==> config.mk <==
export PLATFORM = sky130hd
export DESIGN_NAME = fasta_nucleotide_nibble_packer
export DESIGN_NICKNAME = d
export VERILOG_FILES = /design/src/hw/rtl/fnp_pkg.sv /design/src/hw/rtl/fasta_nucleotide_nibble_packer.sv /design/src/hw/rtl/fnp_front.sv /design/src/hw/rtl/fnp_job_fifo.sv /design/src/hw/rtl/fnp_back.sv
export SDC_FILE = /design/constraint.sdc
export NUM_CORES = 1
export LEC_CHECK = 0
export ABC_AREA = 1
export BUFFER_PORTS_ARGS = -buffer_cell sky130_fd_sc_hd__clkbuf_2
export CORE_MARGIN = 10
export CORE_UTILIZATION = 65
export CTS_BUF_LIST = sky130_fd_sc_hd__clkbuf_8 sky130_fd_sc_hd__clkbuf_16
export DETAILED_ROUTE_END_ITERATION = 10
export HOLD_SLACK_MARGIN = 0.02
export PLACE_DENSITY_LB_ADDON = 0.05
export SLEW_MARGIN = 20
export SYNTH_ARGS = -nofsm -noshare
export SYNTH_HDL_FRONTEND = slang
export SYNTH_SLANG_ARGS = --single-unit
==> constraint.sdc <==
create_clock -name clk -period 7.2 [get_ports clk]
set_clock_uncertainty 0.2 [all_clocks]
set_input_delay 1.08 -clock clk [delete_from_list [all_inputs] [get_ports clk]]
set_output_delay 1.08 -clock clk [all_outputs]
set_load 0.05 [all_outputs]
==> src/hw/rtl/fnp_pkg.sv <==
// ----------------------------------------------------------------------------
// fnp_pkg
// Shared types, byte constants and the IUPAC code table for the packer.
// ----------------------------------------------------------------------------
package fnp_pkg;

  localparam logic [1:0] MODE_BODY = 2'd0;
  localparam logic [1:0] MODE_COPY = 2'd1;
  localparam logic [1:0] MODE_SKIP = 2'd2;

  localparam logic [7:0] NEWLINE_CHR = 8'h0A;
  localparam logic [7:0] CR_CHR      = 8'h0D;
  localparam logic [7:0] HEADER_CHR  = 8'h3E;

  localparam int FIFO_DEPTH = 4;
  localparam int FIFO_AW    = $clog2(FIFO_DEPTH);
  localparam int JOB_MAX    = 3;

  typedef struct packed {
    logic [1:0]             cnt;
    logic [JOB_MAX-1:0][7:0] bytes;
  } job_t;

  function automatic logic [3:0] iupac_code(input logic [7:0] b);
    logic [3:0] c;
    unique case (b)
      8'h41:   c = 4'h8;  // A
      8'h43:   c = 4'h4;  // C
      8'h47:   c = 4'h2;  // G
      8'h54:   c = 4'h1;  // T
      8'h57:   c = 4'h9;  // W
      8'h53:   c = 4'h6;  // S
      8'h4D:   c = 4'hC;  // M
      8'h4B:   c = 4'h3;  // K
      8'h52:   c = 4'hA;  // R
      8'h59:   c = 4'h5;  // Y
      8'h42:   c = 4'h7;  // B
      8'h44:   c = 4'hB;  // D
      8'h48:   c = 4'hD;  // H
      8'h56:   c = 4'hE;  // V
      8'h4E:   c = 4'hF;  // N
      default: c = 4'h0;
    endcase
    return c;
  endfunction

endpackage

==> src/hw/rtl/fasta_nucleotide_nibble_packer.sv <==
// ----------------------------------------------------------------------------
// fasta_nucleotide_nibble_packer
// Packs FASTA sequence bytes into 4-bit IUPAC codes, two per output byte.
// ----------------------------------------------------------------------------
// Input side is a queue write port: present a file byte (or an end-of-file
// marker) with push; it is taken on a clock edge with push high and full low.
// Result side is a queue read port: while empty is low the oldest result byte
// is on out_byte, with out_last_of_run set on the final byte of its item;
// pop takes it.
// The classifier handles one item per cycle while full is low and files up
// to three result bytes as one job in a four-entry queue; the job is written
// into the queue on the edge that takes its item. The serialiser sends one
// byte per cycle while pop is high, so an item with two or three results
// needs as many pops, and the input side runs on until the job queue fills.
// Items that give no result leave the queue untouched.
// When the receiver stops popping, jobs gather in the queue and full rises
// once it holds four. Reset empties the queue, clears the line state and sets
// keep_headers to 0. cfg_keep_headers is written on any edge with cfg_write_en
// high; the user must write it only while idle, and the block does not check.
// ----------------------------------------------------------------------------
module fasta_nucleotide_nibble_packer (
  input  logic       clk,
  input  logic       rst_n,
  input  logic       cfg_write_en,
  input  logic       cfg_keep_headers,
  input  logic       push,
  output logic       full,
  input  logic [7:0] in_data_byte,
  input  logic       in_end_of_file,
  output logic       empty,
  input  logic       pop,
  output logic [7:0] out_byte,
  output logic       out_last_of_run
);
  import fnp_pkg::*;

  job_t job, head_job;
  logic job_push, head_done, accept;

  assign accept = push && !full;

  fnp_front u_front (
    .clk              (clk),
    .rst_n            (rst_n),
    .cfg_write_en     (cfg_write_en),
    .cfg_keep_headers (cfg_keep_headers),
    .accept           (accept),
    .data_byte        (in_data_byte),
    .end_of_file      (in_end_of_file),
    .job_push         (job_push),
    .job              (job)
  );

  fnp_job_fifo u_fifo (
    .clk        (clk),
    .rst_n      (rst_n),
    .wr_en      (job_push),
    .wr_job     (job),
    .rd_en      (head_done),
    .rd_job     (head_job),
    .fifo_full  (full),
    .fifo_empty (empty)
  );

  fnp_back u_back (
    .clk             (clk),
    .rst_n           (rst_n),
    .head_job        (head_job),
    .head_empty      (empty),
    .pop             (pop),
    .head_done       (head_done),
    .out_byte        (out_byte),
    .out_last_of_run (out_last_of_run)
  );

endmodule

==> src/hw/rtl/fnp_front.sv <==
// ----------------------------------------------------------------------------
// fnp_front
// Classifies each input byte, updates the line state and builds a job of up
// to three result bytes for the back end.
// ----------------------------------------------------------------------------
module fnp_front (
  input  logic         clk,
  input  logic         rst_n,
  input  logic         cfg_write_en,
  input  logic         cfg_keep_headers,
  input  logic         accept,
  input  logic [7:0]   data_byte,
  input  logic         end_of_file,
  output logic         job_push,
  output fnp_pkg::job_t job
);
  import fnp_pkg::*;

  logic       keep_r;
  logic [1:0] mode_r, mode_nxt;
  logic [3:0] held_r, held_nxt;
  logic       nib_wait_r, nib_wait_nxt;
  logic       pend_r, pend_nxt;
  logic       first_r, first_nxt;

  always_comb begin
    logic [1:0] n;
    n            = 2'd0;
    job          = '0;
    mode_nxt     = mode_r;
    held_nxt     = held_r;
    nib_wait_nxt = nib_wait_r;
    pend_nxt     = 1'b0;
    first_nxt    = 1'b0;
    if (end_of_file) begin
      if (mode_r == MODE_COPY) begin
        job.bytes[n] = NEWLINE_CHR;
        n = n + 2'd1;
      end
      job.bytes[n] = NEWLINE_CHR;
      n = n + 2'd1;
      mode_nxt     = MODE_BODY;
      held_nxt     = 4'h0;
      nib_wait_nxt = 1'b0;
      first_nxt    = 1'b1;
    end else if (mode_r == MODE_COPY) begin
      job.bytes[0] = data_byte;
      n = 2'd1;
      if (data_byte == NEWLINE_CHR) mode_nxt = MODE_BODY;
    end else if (mode_r == MODE_SKIP) begin
      if (data_byte == NEWLINE_CHR) mode_nxt = MODE_BODY;
    end else if (data_byte == CR_CHR) begin
      n = 2'd0;
    end else if (data_byte == NEWLINE_CHR) begin
      pend_nxt = 1'b1;
    end else if (data_byte == HEADER_CHR) begin
      if (pend_r && nib_wait_r) begin
        job.bytes[n] = {held_r, 4'h0};
        n = n + 2'd1;
        nib_wait_nxt = 1'b0;
        held_nxt     = 4'h0;
      end
      if (pend_r && keep_r) begin
        job.bytes[n] = NEWLINE_CHR;
        n = n + 2'd1;
      end
      if (keep_r) begin
        job.bytes[n] = HEADER_CHR;
        n = n + 2'd1;
        mode_nxt = MODE_COPY;
      end else begin
        if (!first_r) begin
          job.bytes[n] = NEWLINE_CHR;
          n = n + 2'd1;
        end
        mode_nxt = MODE_SKIP;
      end
    end else if (nib_wait_r) begin
      job.bytes[0] = {held_r, iupac_code(data_byte)};
      n = 2'd1;
      nib_wait_nxt = 1'b0;
      held_nxt     = 4'h0;
    end else begin
      held_nxt     = iupac_code(data_byte);
      nib_wait_nxt = 1'b1;
    end
    job.cnt  = n;
    job_push = accept && (n != 2'd0);
  end

  always_ff @(posedge clk) begin
    if (!rst_n) begin
      keep_r     <= 1'b0;
      mode_r     <= MODE_BODY;
      held_r     <= 4'h0;
      nib_wait_r <= 1'b0;
      pend_r     <= 1'b0;
      first_r    <= 1'b1;
    end else begin
      if (cfg_write_en) keep_r <= cfg_keep_headers;
      if (accept) begin
        mode_r     <= mode_nxt;
        held_r     <= held_nxt;
        nib_wait_r <= nib_wait_nxt;
        pend_r     <= pend_nxt;
        first_r    <= first_nxt;
      end
    end
  end

  a_pend_in_body: assert property (@(posedge clk) disable iff (!rst_n)
    pend_r |-> (mode_r != MODE_COPY && mode_r != MODE_SKIP))
    else $error("newline pending outside sequence body");

endmodule

==> src/hw/rtl/fnp_job_fifo.sv <==
// ----------------------------------------------------------------------------
// fnp_job_fifo
// Short queue of jobs between the classifier and the serialiser.
// ----------------------------------------------------------------------------
module fnp_job_fifo (
  input  logic          clk,
  input  logic          rst_n,
  input  logic          wr_en,
  input  fnp_pkg::job_t wr_job,
  input  logic          rd_en,
  output fnp_pkg::job_t rd_job,
  output logic          fifo_full,
  output logic          fifo_empty
);
  import fnp_pkg::*;

  job_t               mem [FIFO_DEPTH];
  logic [FIFO_AW-1:0] wr_ptr_r, rd_ptr_r;
  logic [FIFO_AW:0]   count_r, count_nxt;
  logic               do_wr, do_rd;

  assign fifo_full  = (count_r == FIFO_AW'(0) + (FIFO_AW+1)'(FIFO_DEPTH));
  assign fifo_empty = (count_r == '0);
  assign do_wr      = wr_en && !fifo_full;
  assign do_rd      = rd_en && !fifo_empty;
  assign rd_job     = mem[rd_ptr_r];

  always_comb begin
    count_nxt = count_r;
    if (do_wr && !do_rd) count_nxt = count_r + (FIFO_AW+1)'(1);
    else if (!do_wr && do_rd) count_nxt = count_r - (FIFO_AW+1)'(1);
  end

  always_ff @(posedge clk) begin
    if (do_wr) mem[wr_ptr_r] <= wr_job;
  end

  always_ff @(posedge clk) begin
    if (!rst_n) begin
      wr_ptr_r <= '0;
      rd_ptr_r <= '0;
      count_r  <= '0;
    end else begin
      if (do_wr) wr_ptr_r <= wr_ptr_r + FIFO_AW'(1);
      if (do_rd) rd_ptr_r <= rd_ptr_r + FIFO_AW'(1);
      count_r <= count_nxt;
    end
  end

  a_count_bound: assert property (@(posedge clk) disable iff (!rst_n)
    count_r <= (FIFO_AW+1)'(FIFO_DEPTH))
    else $error("job queue over-filled");

  a_ptr_gap: assert property (@(posedge clk) disable iff (!rst_n)
    (count_r[FIFO_AW-1:0] == (wr_ptr_r - rd_ptr_r)))
    else $error("queue pointers disagree with fill count");

endmodule

==> src/hw/rtl/fnp_back.sv <==
// ----------------------------------------------------------------------------
// fnp_back
// Serialises the head job one byte per request, flagging its final byte.
// ----------------------------------------------------------------------------
module fnp_back (
  input  logic          clk,
  input  logic          rst_n,
  input  fnp_pkg::job_t head_job,
  input  logic          head_empty,
  input  logic          pop,
  output logic          head_done,
  output logic [7:0]    out_byte,
  output logic          out_last_of_run
);
  import fnp_pkg::*;

  logic [1:0] idx_r, idx_nxt;
  logic       take;

  assign out_byte        = head_job.bytes[idx_r];
  assign out_last_of_run = (idx_r == head_job.cnt - 2'd1);
  assign take            = pop && !head_empty;
  assign head_done       = take && out_last_of_run;

  always_comb begin
    idx_nxt = idx_r;
    if (head_done) idx_nxt = 2'd0;
    else if (take) idx_nxt = idx_r + 2'd1;
  end

  always_ff @(posedge clk) begin
    if (!rst_n) idx_r <= 2'd0;
    else        idx_r <= idx_nxt;
  end

  a_idx_in_job: assert property (@(posedge clk) disable iff (!rst_n)
    !head_empty |-> (idx_r < head_job.cnt))
    else $error("serialiser index beyond job length");

  a_idx_idle: assert property (@(posedge clk) disable iff (!rst_n)
    head_empty |-> (idx_r == 2'd0))
    else $error("serialiser index held with no job");

endmodule

==> results summary <==
The proportion of synthesized chip area in sequential cells is 49.6%. The final layout contains 547 nets. The endpoint required time on the critical path came out at 5920 ps. The placed instance count is 584. For this block, the via count after detailed routing is 3,356. The total core area is 0.00596 mm2. The data arrival time of the critical path came out at 2510 ps. The run finished with clean final reports. The synthesized netlist devotes 0.219% of its cell area to XOR and XNOR gates. The number of register bits inferred by synthesis is 73. The number of ports placed on the die boundary came out at 26.

The met2 track utilization from global routing is 30.3%. VDD sags by at most 0.000400 V. The worst hold path terminates at u_front.held_r[1]$_SDFFE_PN0P_. The final core area utilization is 73.5%. The number of pins exceeding their max-slew limit in the final report came to 0. Counting every net in the synthesized netlist gives 519.

The die height came out at 98.4 um. The first-pass iteration count of the detailed router is 5. The worst pin sits at a relative slew slack of 36.2%. The placed wire-length estimate after detailed placement is 6.23 mm. The share of total power dissipated in the clock network is 23.2%. The post-cts sizing count came out at 0.

The pin count of the biggest net entering global routing came out at 28. The worst hold path cell count came out at 2. The dominant combinational cell family by area after synthesis is simple AND/OR/NAND/NOR gates. The mapped cell area came out at 0.00399 mm2.

The cell area after placement is 0.00418 mm2. The wire length of the first global-routing pass came out at 14.6 mm. The sequential cell fraction of total power is 39.1%. The post-route cell area came out at 0.00438 mm2. The clock passes through at most 2 buffers. The maximum fanout count along the critical path is 27. The violation count after the first detailed-routing iteration is 190. The post-synthesis share of cell area spent on full adders, half adders and majority gates came out at 3.95%. The number of antenna diodes came out at 0.

For this run, the number of Yosys warnings is 0. For the pin with the worst max-slew slack, the measured transition is 956 ps. The die outline width came out at 98.4 um. The worst setup path is of the reg2out kind. After detailed routing, the total wire length is 8.74 mm. The depth of the worst register-to-register path came out at 15. The top-area cell type share of the netlist area came out at 39.1%. The number of enable-type register cells in the synthesized netlist came out at 52. After detailed routing, the number of vias per cell comes to 5.59. For this run, global-route usage on met3 was measured as 4.44%. The leakage power of the design came out at 1.89 nW. Clock tree synthesis selected as its root buffer the cell sky130_fd_sc_hd__clkbuf_8. The worst path uses 52.7% of the clock period. Setup repair after global routing left no endpoint under its margin. TritonCTS built the clock tree. The number of cells in the finished layout apart from fillers is 600. The post-layout minimum cycle time is 3790 ps.

The worst setup path is captured at an output pin. The average instance in the mapped netlist occupies 8.11 um2. The setup total negative slack is 0 ps.

The number of hold violations in the final report is 0. The max-cap violation count is 0. In the layout the commonest cells are sky130_fd_sc_hd__nand2_1 (116), sky130_fd_sc_hd__nor2_1 (76), sky130_fd_sc_hd__inv_1 (53), sky130_fd_sc_hd__edfxtp_1 (52), sky130_fd_sc_hd__a21oi_1 (35).

The area growth from synthesis to final layout is 9.65%. The worst setup path is launched from a flop. For this run the aggregate overflow at the end of global routing stands at 0. The worst hold path belongs to the class reg2reg. The initial standard-cell utilization of the core is 67.0%. The number of CTS-inserted buffers is 9. The number of endpoints failing setup at the final stage is 0. The post-CTS setup buffer count came out at 0. Global routing used 21.9% of the available met1 tracks. The number of antenna violations at the first check in global routing is 0. The floorplan step defined a die boundary enclosing 0.00968 mm2. The proportion of layout cells with a drive suffix above 1 is 14.3%. The count of standard-cell rows is 28. The worst hold path begins at u_front.held_r[1]$_SDFFE_PN0P_. Among all flip-flop cells after synthesis, the most frequent one is sky130_fd_sc_hd__edfxtp_1. The internal cell power is 0.786 mW. The hold buffer count at CTS came out at 0.

The cell type contributing the most total cell area after synthesis is sky130_fd_sc_hd__edfxtp_1. Measured against the total synthesized area, the mux share comes to 0%. The distinct cell type count of the synthesized netlist is 37. The number of global-route vias before repair is 3,168. The final weighted congestion in routability-driven placement is 0.870. The global routing stage identified its most utilized layer as met2. The total power density per cell area is 312 mW/mm2. In the post-synthesis netlist, the biggest area contributors are sky130_fd_sc_hd__edfxtp_1 (39%), sky130_fd_sc_hd__nand2_1 (11%), sky130_fd_sc_hd__dfxtp_1 (11%). In this run the critical register-to-register path is captured at u_fifo.count_r[2]$_SDFFE_PN0P_.

The count of unresolved DRC violations after routing came out at 0. The antenna violation net count after detailed routing is 0. At the later pin of the worst-skew pair, clock insertion delay measures 350 ps. After detailed routing, the average wire length per cell comes to 14.6 um. The clock net sink count came out at 73. The share of total power consumed by net switching is 42.5%. Leaving out fill and tap cells, the most frequent cell in the layout is sky130_fd_sc_hd__nand2_1. In the synthesized netlist the async set-or-reset flop fraction comes to 0%. The count of H-tree levels built during CTS is 3. The number of buffer cells added on primary ports is 25. The total track usage came out at 18.0%. For this run, the top clock speed supported by timing is 264 MHz. The instance count of the mapped netlist came out at 492. The clock-pin slew on the worst setup and hold paths came out at 80 ps. Combinational logic is responsible for 37.7% of the overall power. The total net switching power is 0.581 mW.

The worst register-to-register path has a setup slack of 3780 ps. The fraction of the mapped netlist area in compound gates is 11.5%. Of the total synthesized cell area, the portion taken by AND, OR, NAND and NOR gates is 27.7%.
==> routing by layer <==
metal,part of all wire [%],wire (um),vias up
met1,43,3790,1580
li1,-,-,1668
met5,0,0,-
met2,49,4300,101
met4,0.71,62,0
met3,6.7,589,7
==> power by group through the flow <==
stage,logic [mW],registers (mW),clock network (mW)
floorplan,0.420,0.520,0
global placement,0.505,0.540,0
detailed placement,0.514,0.543,0
CTS,0.517,0.534,0.321
global route,0.571,0.539,0.338
finish,0.515,0.534,0.317
==> Yosys cell counts (all sizes together) (2+ instances only) <==
cell type  instances
inv               57
o21ai             40
buf                4
nand4              3
edfxtp            52
nand3             30
dfxtp             21
a21oi             35
clkbuf             8
ha                11
o22ai              7
nand2            124
nor4               2
nor3               3
nor2              87
==> stage by stage <==
stage               hold slack (ps)  setup slack (ps)  total power [mW]
floorplan                       239              4010             0.939
global placement                251              3610              1.04
detailed placement              257              3490              1.06
CTS                             268              3360              1.37
global route                    277              3190              1.45
finish                          266              3410              1.37
==> cell families (layout without fill, tap and decap cells) <==
kind of cell    count (synthesis)  in the layout
flops                          73             73
fa+ha+maj                      12             12
xor+xnor                        1              1
compound gates                 86             86
simple gates                  250            250
buf+inv                        70            103
==> layout make-up <==
type,instances,area [um2]
Fill cell,463,1580
Inverter,58,220
Tap cell,75,93.8
Sequential cell,73,1980
Timing Repair Buffer,29,155
Clock buffer,9,124
Multi-Input combinational cell,349,1730
Clock inverter,7,71.3
==> registers in the layout, summed over array words and instances (netlist names), named ones only <==
| name | flops |
|---|---|
| u_front.mode_r | 2 |
| u_fifo.mem | 52 |
| u_front.pend_r | 1 |
| u_front.first_r | 1 |
| u_fifo.count_r | 3 |
| u_fifo.rd_ptr_r | 2 |
| u_fifo.wr_ptr_r | 2 |
| u_front.held_r | 4 |
| u_front.keep_r | 1 |
| u_back.idx_r | 2 |
| u_front.nib_wait_r | 1 |
==> worst max-delay path by stage <==
stage | from | end | cells after the start
2_1_floorplan | in_data_byte[1] | u_fifo.count_r[2]$_SDFFE_PN0P_ | 17
3_3_place_gp | in_end_of_file | u_fifo.count_r[2]$_SDFFE_PN0P_ | 17
3_5_place_dp | in_end_of_file | u_fifo.count_r[2]$_SDFFE_PN0P_ | 17
4_1_cts | flop | out_last_of_run | 9
5_1_grt | flop | out_last_of_run | 9
6_report | flop | out_last_of_run | 9
==> critical path, stage by stage, from the launching register on <==
cell and delay, ps:
sky130_fd_sc_hd__dfxtp_1 950, sky130_fd_sc_hd__inv_4 270, sky130_fd_sc_hd__nand2_1 130, sky130_fd_sc_hd__nand3_1 100, sky130_fd_sc_hd__nand2_1 120, sky130_fd_sc_hd__nand2_1 70, sky130_fd_sc_hd__nand3_1 130, sky130_fd_sc_hd__nand2_1 70
sky130_fd_sc_hd__inv_1 50, sky130_fd_sc_hd__clkbuf_2 260
Power figures use the tool's default switching activity.
